===== src/rtl/bpc_pkg.sv =====
// ----------------------------------------------------------------------------
// bpc_pkg
// Shared widths, constants, types and helpers for the barometric pressure
// compensation block.
// ----------------------------------------------------------------------------
`default_nettype none

package bpc_pkg;

  // External field widths
  localparam int COEF_W   = 16;
  localparam int ADC_W    = 24;
  localparam int TEMP_W   = 16;
  localparam int PRES_W   = 18;
  localparam int NUM_COEF = 6;
  localparam int CFG_AW   = 5;
  localparam int CFG_DW   = 32;
  localparam int IN_DW    = 24;
  localparam int OUT_DW   = 40;

  // Internal datapath widths
  localparam int DT_W   = 26;  // dT = D2 - c5*256
  localparam int TMP_W  = 20;  // temperature before saturation
  localparam int OFF_W  = 40;  // OFF and SENS after correction
  localparam int SQ_W   = 36;  // squared temperature terms
  localparam int CORR_W = 38;  // OFF2 / SENS2
  localparam int T2_W   = 17;  // dT^2 / 2^31
  localparam int MUL_W  = 27;  // shared multiplier operand
  localparam int PROD_W = 2 * MUL_W;
  localparam int ACC_W  = 64;  // D1 * SENS
  localparam int PT_W   = 44;  // D1*SENS/2^21 - OFF
  localparam int SPLIT  = 20;  // SENS split point for the two partial products

  // Compensation constants
  localparam int TEMP_REF  = 2000;
  localparam int TEMP_COLD = -1500;
  localparam int TEMP_MIN  = -32768;
  localparam int TEMP_MAX  = 32767;
  localparam int PRESS_MAX = 262143;

  // Register map indexes
  typedef enum logic [2:0] {
    REG_C1 = 3'd0,
    REG_C2 = 3'd1,
    REG_C3 = 3'd2,
    REG_C4 = 3'd3,
    REG_C5 = 3'd4,
    REG_C6 = 3'd5
  } bpc_reg_t;

  // Calibration words
  typedef struct packed {
    logic [COEF_W-1:0] c1;
    logic [COEF_W-1:0] c2;
    logic [COEF_W-1:0] c3;
    logic [COEF_W-1:0] c4;
    logic [COEF_W-1:0] c5;
    logic [COEF_W-1:0] c6;
  } bpc_coef_t;

  // Operand pair for the shared multiplier
  typedef struct packed {
    logic [MUL_W-1:0] a;
    logic [MUL_W-1:0] b;
  } bpc_mul_req_t;

  // Arithmetic shift right by sh that rounds toward zero
  function automatic logic signed [63:0] trunc_shr(input logic signed [63:0] v,
                                                   input logic [5:0] sh);
    logic signed [63:0] q;
    logic [63:0]        mask;
    q    = v >>> sh;
    mask = ~(64'hFFFF_FFFF_FFFF_FFFF << sh);
    if (v[63] && (($unsigned(v) & mask) != 64'd0)) q = q + 64'sd1;
    return q;
  endfunction

endpackage

`default_nettype wire


===== src/rtl/baro_temp_pressure_compensation.sv =====
// Sequence: an accepted reading passes through 13 sequencer steps before its
//   result shows on out_tvalid; the last step loads the output register.
// Sharing: one reading is taken at a time; the shared 27x27 multiplier is
//   used for eight products in turn, and in_tready is high only when idle.
// Reset: synchronous active-low rst_n clears the calibration words, both raw
//   readings, the phase (first reading is pressure) and the output valid.
// ----------------------------------------------------------------------------
// baro_temp_pressure_compensation
// Second-order temperature and pressure compensation for a barometric
// sensor fed with alternating raw pressure and temperature conversions.
// ----------------------------------------------------------------------------
`default_nettype none

module baro_temp_pressure_compensation
  import bpc_pkg::*;
(
  input  wire logic              clk,
  input  wire logic              rst_n,
  // Input stream
  input  wire logic              in_tvalid,
  output logic                   in_tready,
  input  wire logic [IN_DW-1:0]  in_tdata,   // [23:0] adc_value
  // Result stream
  output logic                   out_tvalid,
  input  wire logic              out_tready,
  output logic [OUT_DW-1:0]      out_tdata,  // [15:0] temperature_centideg,
                                             // [33:16] pressure_pa, [39:34] zero
  output logic                   out_tuser,  // [0] reading_kind
  // Configuration port
  input  wire logic              cfg_psel,
  input  wire logic              cfg_penable,
  input  wire logic              cfg_pwrite,
  input  wire logic [CFG_AW-1:0] cfg_paddr,
  input  wire logic [CFG_DW-1:0] cfg_pwdata,
  output logic      [CFG_DW-1:0] cfg_prdata,
  output logic                   cfg_pready
);

  bpc_coef_t                coef;
  bpc_mul_req_t             mul_req;
  logic signed [PROD_W-1:0] prod;
  logic [TEMP_W-1:0]        res_temp;
  logic [PRES_W-1:0]        res_pres;

  assign cfg_pready = 1'b1;

  // Calibration registers
  bpc_cfg u_cfg (
    .clk     (clk),
    .rst_n   (rst_n),
    .psel    (cfg_psel),
    .penable (cfg_penable),
    .pwrite  (cfg_pwrite),
    .paddr   (cfg_paddr),
    .pwdata  (cfg_pwdata),
    .prdata  (cfg_prdata),
    .coef    (coef)
  );

  // Shared multiplier
  bpc_mul u_mul (
    .clk    (clk),
    .req    (mul_req),
    .prod_r (prod)
  );

  // Sequencer and datapath
  bpc_seq u_seq (
    .clk        (clk),
    .rst_n      (rst_n),
    .coef       (coef),
    .in_tvalid  (in_tvalid),
    .in_tready  (in_tready),
    .in_adc     (in_tdata[ADC_W-1:0]),
    .out_tvalid (out_tvalid),
    .out_tready (out_tready),
    .out_temp   (res_temp),
    .out_pres   (res_pres),
    .out_kind   (out_tuser),
    .mul_req    (mul_req),
    .prod_r     (prod)
  );

  assign out_tdata = {{(OUT_DW-TEMP_W-PRES_W){1'b0}}, res_pres, res_temp};

endmodule

`default_nettype wire


===== src/rtl/bpc_cfg.sv =====
// ----------------------------------------------------------------------------
// bpc_cfg
// Calibration register file behind a simple APB-style port.
// ----------------------------------------------------------------------------
`default_nettype none

module bpc_cfg
  import bpc_pkg::*;
(
  input  wire logic              clk,
  input  wire logic              rst_n,
  input  wire logic              psel,
  input  wire logic              penable,
  input  wire logic              pwrite,
  input  wire logic [CFG_AW-1:0] paddr,
  input  wire logic [CFG_DW-1:0] pwdata,
  output logic      [CFG_DW-1:0] prdata,
  output bpc_coef_t              coef
);

  bpc_coef_t        coef_r;
  logic [2:0]       idx;
  logic             wr_en;
  logic [COEF_W-1:0] wval;

  assign idx   = paddr[CFG_AW-1:2];
  assign wr_en = psel & penable & pwrite;
  assign wval  = pwdata[COEF_W-1:0];

  // Register writes; indexes past the map are dropped
  always_ff @(posedge clk) begin
    if (!rst_n) begin
      coef_r <= '0;
    end else if (wr_en) begin
      unique case (idx)
        REG_C1:  coef_r.c1 <= wval;
        REG_C2:  coef_r.c2 <= wval;
        REG_C3:  coef_r.c3 <= wval;
        REG_C4:  coef_r.c4 <= wval;
        REG_C5:  coef_r.c5 <= wval;
        REG_C6:  coef_r.c6 <= wval;
        default: ;
      endcase
    end
  end

  // Read mux
  always_comb begin
    unique case (idx)
      REG_C1:  prdata = {{(CFG_DW-COEF_W){1'b0}}, coef_r.c1};
      REG_C2:  prdata = {{(CFG_DW-COEF_W){1'b0}}, coef_r.c2};
      REG_C3:  prdata = {{(CFG_DW-COEF_W){1'b0}}, coef_r.c3};
      REG_C4:  prdata = {{(CFG_DW-COEF_W){1'b0}}, coef_r.c4};
      REG_C5:  prdata = {{(CFG_DW-COEF_W){1'b0}}, coef_r.c5};
      REG_C6:  prdata = {{(CFG_DW-COEF_W){1'b0}}, coef_r.c6};
      default: prdata = '0;
    endcase
  end

  assign coef = coef_r;

endmodule

`default_nettype wire


===== src/rtl/bpc_mul.sv =====
// ----------------------------------------------------------------------------
// bpc_mul
// Shared signed multiplier with a registered product.
// ----------------------------------------------------------------------------
`default_nettype none

module bpc_mul
  import bpc_pkg::*;
(
  input  wire logic               clk,
  input  wire bpc_mul_req_t       req,
  output logic signed [PROD_W-1:0] prod_r
);

  // One product per cycle, registered in the cycle after the operands
  always_ff @(posedge clk) begin
    prod_r <= $signed(req.a) * $signed(req.b);
  end

endmodule

`default_nettype wire


===== src/rtl/bpc_seq.sv =====
// ----------------------------------------------------------------------------
// bpc_seq
// Sequencer and datapath registers: stores the raw readings, steps the
// shared multiplier through the compensation terms and holds the result
// in an output register.
// ----------------------------------------------------------------------------
`default_nettype none

module bpc_seq
  import bpc_pkg::*;
(
  input  wire logic               clk,
  input  wire logic               rst_n,
  input  wire bpc_coef_t          coef,
  input  wire logic               in_tvalid,
  output logic                    in_tready,
  input  wire logic [ADC_W-1:0]   in_adc,
  output logic                    out_tvalid,
  input  wire logic               out_tready,
  output logic [TEMP_W-1:0]       out_temp,
  output logic [PRES_W-1:0]       out_pres,
  output logic                    out_kind,
  output bpc_mul_req_t            mul_req,
  input  wire logic signed [PROD_W-1:0] prod_r
);

  typedef enum logic [13:0] {
    ST_IDLE  = 14'h0001,
    ST_TEMP  = 14'h0002,
    ST_OFF   = 14'h0004,
    ST_SENS  = 14'h0008,
    ST_DT2   = 14'h0010,
    ST_D2    = 14'h0020,
    ST_E2    = 14'h0040,
    ST_CORR  = 14'h0080,
    ST_APPLY = 14'h0100,
    ST_PLO   = 14'h0200,
    ST_PHI   = 14'h0400,
    ST_PSUM  = 14'h0800,
    ST_PDIV  = 14'h1000,
    ST_FIN   = 14'h2000
  } bpc_state_t;

  bpc_state_t state_r, state_nxt;

  // Control state
  logic              next_is_temp_r, next_is_temp_nxt;
  logic [ADC_W-1:0]  praw_r, praw_nxt;
  logic [ADC_W-1:0]  traw_r, traw_nxt;
  logic              out_valid_r, out_valid_nxt;

  // Payload registers
  logic signed [DT_W-1:0]  dt_r, dt_nxt;
  logic                    kind_r, kind_nxt;
  logic signed [TMP_W-1:0] temp_r, temp_nxt;
  logic signed [OFF_W-1:0] off_r, off_nxt;
  logic signed [OFF_W-1:0] sens_r, sens_nxt;
  logic [T2_W-1:0]         t2_r, t2_nxt;
  logic [CORR_W-1:0]       off2_r, off2_nxt;
  logic [CORR_W-1:0]       sens2_r, sens2_nxt;
  logic signed [ACC_W-1:0] acc_r, acc_nxt;
  logic signed [PT_W-1:0]  pt_r, pt_nxt;
  logic [TEMP_W-1:0]       otemp_r, otemp_nxt;
  logic [PRES_W-1:0]       opres_r, opres_nxt;
  logic                    okind_r, okind_nxt;

  // Datapath intermediates
  logic                    in_acc;
  logic                    out_free;
  logic [ADC_W-1:0]        traw_new;
  logic signed [63:0]      prod64;
  logic signed [63:0]      sum64;
  logic signed [63:0]      q15;
  logic signed [TMP_W-1:0] d_val;
  logic signed [TMP_W-1:0] e_val;
  logic [SQ_W-1:0]         sq;
  logic [CORR_W-1:0]       five_sq;
  logic [CORR_W-1:0]       seven_sq;
  logic [CORR_W-1:0]       eleven_sq;
  logic                    is_cold;
  logic                    is_very_cold;

  assign in_tready  = (state_r == ST_IDLE);
  assign in_acc     = in_tvalid & in_tready;
  assign out_free   = ~out_valid_r | out_tready;
  assign out_tvalid = out_valid_r;
  assign out_temp   = otemp_r;
  assign out_pres   = opres_r;
  assign out_kind   = okind_r;

  assign traw_new = next_is_temp_r ? in_adc : traw_r;
  assign prod64   = {{(64-PROD_W){prod_r[PROD_W-1]}}, prod_r};
  assign d_val    = temp_r - TMP_W'(TEMP_REF);
  assign e_val    = temp_r - TMP_W'(TEMP_COLD);
  assign sq       = prod_r[SQ_W-1:0];
  assign five_sq  = {sq, 2'b00} + {2'b00, sq};
  assign seven_sq = {sq[SQ_W-2:0], 3'b000} - {2'b00, sq};
  assign eleven_sq = {sq[SQ_W-2:0], 3'b000} + {1'b0, sq, 1'b0} + {2'b00, sq};
  assign is_cold      = temp_r < TMP_W'(TEMP_REF);
  assign is_very_cold = temp_r < TMP_W'(TEMP_COLD);

  // Multiplier operand select
  always_comb begin
    mul_req = '0;
    case (state_r)
      ST_TEMP: begin
        mul_req.a = {dt_r[DT_W-1], dt_r};
        mul_req.b = {{(MUL_W-COEF_W){1'b0}}, coef.c6};
      end
      ST_OFF: begin
        mul_req.a = {dt_r[DT_W-1], dt_r};
        mul_req.b = {{(MUL_W-COEF_W){1'b0}}, coef.c4};
      end
      ST_SENS: begin
        mul_req.a = {dt_r[DT_W-1], dt_r};
        mul_req.b = {{(MUL_W-COEF_W){1'b0}}, coef.c3};
      end
      ST_DT2: begin
        mul_req.a = {dt_r[DT_W-1], dt_r};
        mul_req.b = {dt_r[DT_W-1], dt_r};
      end
      ST_D2: begin
        mul_req.a = {{(MUL_W-TMP_W){d_val[TMP_W-1]}}, d_val};
        mul_req.b = {{(MUL_W-TMP_W){d_val[TMP_W-1]}}, d_val};
      end
      ST_E2: begin
        mul_req.a = {{(MUL_W-TMP_W){e_val[TMP_W-1]}}, e_val};
        mul_req.b = {{(MUL_W-TMP_W){e_val[TMP_W-1]}}, e_val};
      end
      ST_PLO: begin
        mul_req.a = {{(MUL_W-ADC_W){1'b0}}, praw_r};
        mul_req.b = {{(MUL_W-SPLIT){1'b0}}, sens_r[SPLIT-1:0]};
      end
      ST_PHI: begin
        mul_req.a = {{(MUL_W-ADC_W){1'b0}}, praw_r};
        mul_req.b = {{(MUL_W-(OFF_W-SPLIT)){sens_r[OFF_W-1]}}, sens_r[OFF_W-1:SPLIT]};
      end
      default: mul_req = '0;
    endcase
  end

  // Next state and datapath updates
  always_comb begin
    state_nxt        = state_r;
    next_is_temp_nxt = next_is_temp_r;
    praw_nxt         = praw_r;
    traw_nxt         = traw_r;
    out_valid_nxt    = out_valid_r & ~out_tready;
    dt_nxt           = dt_r;
    kind_nxt         = kind_r;
    temp_nxt         = temp_r;
    off_nxt          = off_r;
    sens_nxt         = sens_r;
    t2_nxt           = t2_r;
    off2_nxt         = off2_r;
    sens2_nxt        = sens2_r;
    acc_nxt          = acc_r;
    pt_nxt           = pt_r;
    otemp_nxt        = otemp_r;
    opres_nxt        = opres_r;
    okind_nxt        = okind_r;
    sum64            = '0;
    q15              = '0;

    unique case (state_r)
      ST_IDLE: begin
        if (in_acc) begin
          if (next_is_temp_r) traw_nxt = in_adc;
          else                praw_nxt = in_adc;
          next_is_temp_nxt = ~next_is_temp_r;
          kind_nxt         = next_is_temp_r;
          dt_nxt = $signed({2'b00, traw_new}) - $signed({2'b00, coef.c5, 8'h00});
          state_nxt = ST_TEMP;
        end
      end
      ST_TEMP: state_nxt = ST_OFF;
      ST_OFF: begin
        // TEMP = 2000 + dT*c6/2^23
        sum64     = trunc_shr(prod64, 6'd23) + 64'sd2000;
        temp_nxt  = sum64[TMP_W-1:0];
        state_nxt = ST_SENS;
      end
      ST_SENS: begin
        // OFF = c2*2^16 + c4*dT/2^7
        sum64     = $signed({32'd0, coef.c2, 16'h0000}) + trunc_shr(prod64, 6'd7);
        off_nxt   = sum64[OFF_W-1:0];
        state_nxt = ST_DT2;
      end
      ST_DT2: begin
        // SENS = c1*2^15 + c3*dT/2^8
        sum64     = $signed({33'd0, coef.c1, 15'h0000}) + trunc_shr(prod64, 6'd8);
        sens_nxt  = sum64[OFF_W-1:0];
        state_nxt = ST_D2;
      end
      ST_D2: begin
        // T2 = dT^2/2^31, never negative
        t2_nxt    = prod_r[31+T2_W-1:31];
        state_nxt = ST_E2;
      end
      ST_E2: begin
        // OFF2 = 5*d^2/2
        off2_nxt  = five_sq >> 1;
        state_nxt = ST_CORR;
      end
      ST_CORR: begin
        // SENS2 = OFF2/2, very cold adds 7*e^2 and 11*e^2/2
        off2_nxt  = off2_r + (is_very_cold ? seven_sq : '0);
        sens2_nxt = (off2_r >> 1) + (is_very_cold ? (eleven_sq >> 1) : '0);
        state_nxt = ST_APPLY;
      end
      ST_APPLY: begin
        if (is_cold) begin
          temp_nxt = temp_r - $signed({{(TMP_W-T2_W){1'b0}}, t2_r});
          off_nxt  = off_r - $signed({{(OFF_W-CORR_W){1'b0}}, off2_r});
          sens_nxt = sens_r - $signed({{(OFF_W-CORR_W){1'b0}}, sens2_r});
        end
        state_nxt = ST_PLO;
      end
      ST_PLO: state_nxt = ST_PHI;
      ST_PHI: begin
        // Low partial product is unsigned
        acc_nxt   = $signed({{(ACC_W-PROD_W){1'b0}}, prod_r});
        state_nxt = ST_PSUM;
      end
      ST_PSUM: begin
        acc_nxt   = acc_r + (prod64 <<< SPLIT);
        state_nxt = ST_PDIV;
      end
      ST_PDIV: begin
        sum64     = trunc_shr(acc_r, 6'd21) - {{(64-OFF_W){off_r[OFF_W-1]}}, off_r};
        pt_nxt    = sum64[PT_W-1:0];
        state_nxt = ST_FIN;
      end
      ST_FIN: begin
        // Saturate and load the output register once it is free
        if (out_free) begin
          q15 = trunc_shr({{(64-PT_W){pt_r[PT_W-1]}}, pt_r}, 6'd15);
          if (temp_r < TMP_W'(TEMP_MIN))      otemp_nxt = TEMP_W'(TEMP_MIN);
          else if (temp_r > TMP_W'(TEMP_MAX)) otemp_nxt = TEMP_W'(TEMP_MAX);
          else                                 otemp_nxt = temp_r[TEMP_W-1:0];
          if (q15 < 64'sd0)                    opres_nxt = '0;
          else if (q15 > 64'(PRESS_MAX))       opres_nxt = PRES_W'(PRESS_MAX);
          else                                 opres_nxt = q15[PRES_W-1:0];
          okind_nxt     = kind_r;
          out_valid_nxt = 1'b1;
          state_nxt     = ST_IDLE;
        end
      end
      default: state_nxt = ST_IDLE;
    endcase
  end

  // Control registers
  always_ff @(posedge clk) begin
    if (!rst_n) begin
      state_r        <= ST_IDLE;
      next_is_temp_r <= 1'b0;
      praw_r         <= '0;
      traw_r         <= '0;
      out_valid_r    <= 1'b0;
    end else begin
      state_r        <= state_nxt;
      next_is_temp_r <= next_is_temp_nxt;
      praw_r         <= praw_nxt;
      traw_r         <= traw_nxt;
      out_valid_r    <= out_valid_nxt;
    end
  end

  // Payload registers
  always_ff @(posedge clk) begin
    dt_r    <= dt_nxt;
    kind_r  <= kind_nxt;
    temp_r  <= temp_nxt;
    off_r   <= off_nxt;
    sens_r  <= sens_nxt;
    t2_r    <= t2_nxt;
    off2_r  <= off2_nxt;
    sens2_r <= sens2_nxt;
    acc_r   <= acc_nxt;
    pt_r    <= pt_nxt;
    otemp_r <= otemp_nxt;
    opres_r <= opres_nxt;
    okind_r <= okind_nxt;
  end

  // Checks
  a_accept_starts: assert property (@(posedge clk) disable iff (!rst_n)
    in_acc |=> state_r == ST_TEMP)
    else $error("accepted beat did not start the sequence");

  a_phase_toggles: assert property (@(posedge clk) disable iff (!rst_n)
    in_acc |=> next_is_temp_r != $past(next_is_temp_r))
    else $error("reading phase did not alternate");

  a_result_from_fin: assert property (@(posedge clk) disable iff (!rst_n)
    $rose(out_valid_r) |-> $past(state_r == ST_FIN))
    else $error("result appeared outside the finish step");

  a_fin_waits: assert property (@(posedge clk) disable iff (!rst_n)
    (state_r == ST_FIN) && out_valid_r && !out_tready |=> state_r == ST_FIN)
    else $error("finish step overwrote a pending result");

endmodule

`default_nettype wire


===== config.mk =====
export PLATFORM = sky130hd
export DESIGN_NAME = baro_temp_pressure_compensation
export DESIGN_NICKNAME = d
export VERILOG_FILES = /design/src/rtl/bpc_pkg.sv /design/src/rtl/baro_temp_pressure_compensation.sv /design/src/rtl/bpc_cfg.sv /design/src/rtl/bpc_mul.sv /design/src/rtl/bpc_seq.sv
export SDC_FILE = /design/constraint.sdc
export NUM_CORES = 2
export LEC_CHECK = 0
export ABC_AREA = 1
export BUFFER_PORTS_ARGS = -buffer_cell sky130_fd_sc_hd__buf_2
export CORE_MARGIN = 5
export CORE_UTILIZATION = 40
export CTS_CLUSTER_SIZE = 40
export DETAILED_ROUTE_END_ITERATION = 8
export GPL_TIMING_DRIVEN = 0
export PLACE_DENSITY = 0.6
export SETUP_SLACK_MARGIN = 0.05
export SLEW_MARGIN = 10
export SYNTH_ARGS = -nofsm -noshare
export SYNTH_HDL_FRONTEND = slang
export SYNTH_SLANG_ARGS = --single-unit

===== constraint.sdc =====
create_clock -name clk -period 12.3 [get_ports clk]
set_input_delay 1.845 -clock clk [delete_from_list [all_inputs] [get_ports clk]]
set_output_delay 1.845 -clock clk [all_outputs]
set_load 0.05 [all_outputs]

==> flow_metrics.py <==
metrics = {
    "cells_and_area": {
        "seq_area_um2": 15200,
        "n_fill_cell": 21200,
        "drive_above_1_share": 0.0540,
        "final_cell_area_um2": 87900,
        "syn2layout_area_growth_pct": 8.50,
        "multi_input_area_um2": 56400,
        "fin_nets": 13000,
    },
    "placement": {
        "io_buffers": 101,
        "place_congestion": 1.05,
        "place_area_um2": 85400,
        "dpl.hpwl_um": 327000,
    },
    "sta": {
        "skew_ns": 0.0415,
        "rsz0062_at_grt": "false",
        "period_share": 0.876,
        "finalHoldViolCount": 0,
        "worst_pin_slew_ns": 1.40,
        "timing.setup.tns_ns": 0,
        "finalSetupViolations": 0,
        "max_freq_mhz": 92.8,
        "slew_headroom": 0.0664,
        "slew_violations": 0,
        "finalCriticalPeriod_ns": 10.77,
    },
    "clocking": {
        "clk_path_buf_depth": 3,
        "ctsResizeCount": 0,
        "postCtsSetupBuffers": 0,
        "h-tree-depth": 3,
        "clock_latency_ns": 0.72,
        "cts-buffers-inserted": 74,
        "clock_sinks": 576,
        "postCtsHoldBufs": 0,
        "clk_pin_slew_ns": 0.06,
        "cts_tree": "built",
        "cts_root_buf": "clkbuf_16",
    },
    "synth": {
        "synthFlopType": "edfxtp_1",
        "syn_inst": 11400,
        "syn_area_per_cell_um2": 7.13,
        "synth_cell_types": 77,
        "async_reset_ff_frac": 0,
        "yosys_warnings": 0,
        "synth_edf_count": 362,
        "synth_seq_area_share": 0.187,
        "netlist_area_um2": 81000,
        "synth-seq-cells": 576,
    },
    "power": {
        "vdd_drop_max_mv": 0.101,
        "power_density_nw_per_um2": 55.9,
        "p_leak_nw": 43.2,
    },
    "setup_path": {
        "reg2reg_from": "u_seq.state_r[9]$_SDFFE_PN0P_",
        "critPathSlowestCell": "fa_1",
        "crit_path_start_kind": "flop",
        "cp.required_ns": 12.84,
        "critPathMaxFanout": 11,
        "timing.rr.end": "u_mul.prod_r[52]$_DFF_P_",
        "worst-setup-path-type": "flop to flop",
        "reg2reg_slack_ns": 1.53,
        "cp-endpoint": "u_mul.prod_r[52]$_DFF_P_",
        "cp-startpoint": "u_seq.state_r[9]$_SDFFE_PN0P_",
        "end_kind": "flop",
        "arrival_ns": 11.32,
        "cp.buffers_inverters": 7,
        "cp.depth": 29,
        "cp_common_cell": "fa_1",
        "reg2reg_depth": 29,
        "crit_family": "adder cells",
        "slowest_delay_ns": 1.15,
    },
    "routing": {
        "antenna_left": 0,
        "drc_errors": 0,
        "firstDrtPassIters": 7,
        "vias": 80500,
        "wl_per_cell_um": 26.9,
        "drt_iter0_drc": 8566,
        "totalWireLength_um": 385000,
        "viasPerCell": 5.62,
    },
    "grt": {
        "grt_pass1_wl_um": 545000,
        "first_global_vias": 77200,
        "grt_max_degree": 39,
        "grt-ovfl-total": 0,
        "grtUsageTotal": 0.356,
        "antenna_found_initial": 26,
    },
    "floorplan": {
        "die-area_um2": 212000,
        "core_um2": 202000,
        "num_rows": 165,
        "die_w_um": 460,
        "ios": 144,
        "die_h_um": 460,
        "start_util": 0.401,
    },
    "outcome": {
        "outcome": "completed",
    },
    "job": {
        "cap_violations": 0,
    },
    "hold_path": {
        "holdCritPathClass": "flop to flop",
    },
}
==> layer usage <==
| metal | GRT usage | share of wire | vias to the layer above |
|---|---|---|---|
| met3 | 0.0780 | 0.098 | 572 |
| met1 | 0.498 | 0.43 | 39600 |
| met2 | 0.540 | 0.43 | 3616 |
| li1 | - | - | 36700 |
| met4 | 0.130 | 0.042 | 0 |
| met5 | 0 | 0 | - |
==> cells by family (layout without fill, tap and decap cells) <==
kind of cell | after synthesis | after routing | share of synthesized area
flops | 576 | 576 | 0.187
buf+inv | 2437 | 2694 | 0.119
fa+ha+maj | 1338 | 1338 | 0.277
mux | 1 | 1 | 0.000124
compound gates | 2052 | 2052 | 0.142
other cells | 2 | 36 | 0.0000927
xor+xnor | 371 | 371 | 0.0401
simple gates | 4588 | 4588 | 0.235
==> cells in the final DEF (no fill, tap or decap), types with 23 or more instances in the layout <==
cell,Yosys,layout
a21o_1,80,80
clkbuf_16,0,76
ha_1,577,577
o22ai_1,32,32
o21a_1,36,36
inv_2,34,34
buf_2,93,196
nand3_1,459,458
nand3b_1,26,26
edfxtp_1,362,362
nor2_1,1166,1166
nor2_2,32,31
nand2_2,30,34
a21boi_0,28,28
xor2_1,259,259
conb_1,2,23
o211ai_1,34,34
nand4_1,104,104
nand2_1,2518,2514
inv_1,2124,2124
o21bai_1,78,78
fa_1,761,761
nor4_1,53,53
o21ai_0,746,746
dfxtp_1,214,198
buf_4,63,67
a31oi_1,76,76
a21oi_1,812,810
clkbuf_1,95,107
nor3_1,117,116
xnor2_1,112,112
==> report_power, final <==
part           internal [mW]  switching (mW)
clock                   1.31            1.04
sequential              2.10          0.0365
combinational          0.118           0.313
total                   3.53            1.38
==> per-stage QoR <==
step                 util  hold slack (ns)  cells  power [mW]  setup slack [ns]
floorplan               -            0.400  11400        2.44              4.35
global placement    0.421            0.419  14200        2.59              1.73
detailed placement  0.423            0.426  14200        2.60              1.65
CTS                 0.435            0.441  14300        4.93              1.63
global route        0.435            0.455  14300        5.05              1.03
finish              0.435            0.443  14300        4.91              1.53
==> cells in the mapped netlist, types with 20 or more instances <==
library cell	count	area [µm²]
clkbuf_1	95	357
buf_4	63	473
or2_2	20	125
o211ai_1	34	255
fa_1	761	15200
o21ai_0	746	3730
inv_2	34	128
nand3b_1	26	195
nand3_1	459	2300
dfxtp_1	214	4280
o21bai_1	78	586
nor2_1	1166	4380
xnor2_1	112	981
o22ai_1	32	200
xor2_1	259	2270
o21a_1	36	270
inv_1	2124	7970
nor4_1	53	332
nand2_2	30	188
buf_2	93	465
a21oi_1	812	4060
a21boi_0	28	210
nor3_1	117	586
ha_1	577	7220
a31oi_1	76	475
a21o_1	80	601
nand4_1	104	651
nand2_1	2518	9450
edfxtp_1	362	10900
nor2_2	32	200
==> registers in the layout, indices dropped and copies added (netlist names), 25 cells and up <==
name,flops
u_cfg.coef,96
u_mul.prod_r,54
u_seq.acc_r,64
u_seq.dt_r,25
u_seq.off2_r,38
u_seq.off_r,40
u_seq.pt_r,44
u_seq.sens2_r,38
u_seq.sens_r,40
==> layout make-up <==
type	count	share of cell area
multi-input cells	8373	0.641
well taps	2672	0.0380
inverters	2167	0.0926
plain buffers	270	0.0167
repair buffers	119	0.00955
diodes	13	0.000370
clock inverters	41	0.00536
flip-flops and latches	576	0.173
clock buffers	97	0.0233
==> worst min path at each step <==
stage,from,to,slack [ns],cells after the start
2_1_floorplan,u_seq.kind_r$_DFFE_PP_,u_seq.out_kind$_DFFE_PP_,0.40,0
3_3_place_gp,u_seq.kind_r$_DFFE_PP_,u_seq.out_kind$_DFFE_PP_,0.42,0
3_5_place_dp,u_seq.kind_r$_DFFE_PP_,u_seq.out_kind$_DFFE_PP_,0.43,0
4_1_cts,u_seq.kind_r$_DFFE_PP_,u_seq.out_kind$_DFFE_PP_,0.44,0
5_1_grt,u_seq.kind_r$_DFFE_PP_,u_seq.out_kind$_DFFE_PP_,0.46,0
6_report,u_seq.kind_r$_DFFE_PP_,u_seq.out_kind$_DFFE_PP_,0.44,0
Note: power is estimated with default switching activity, not from simulation.
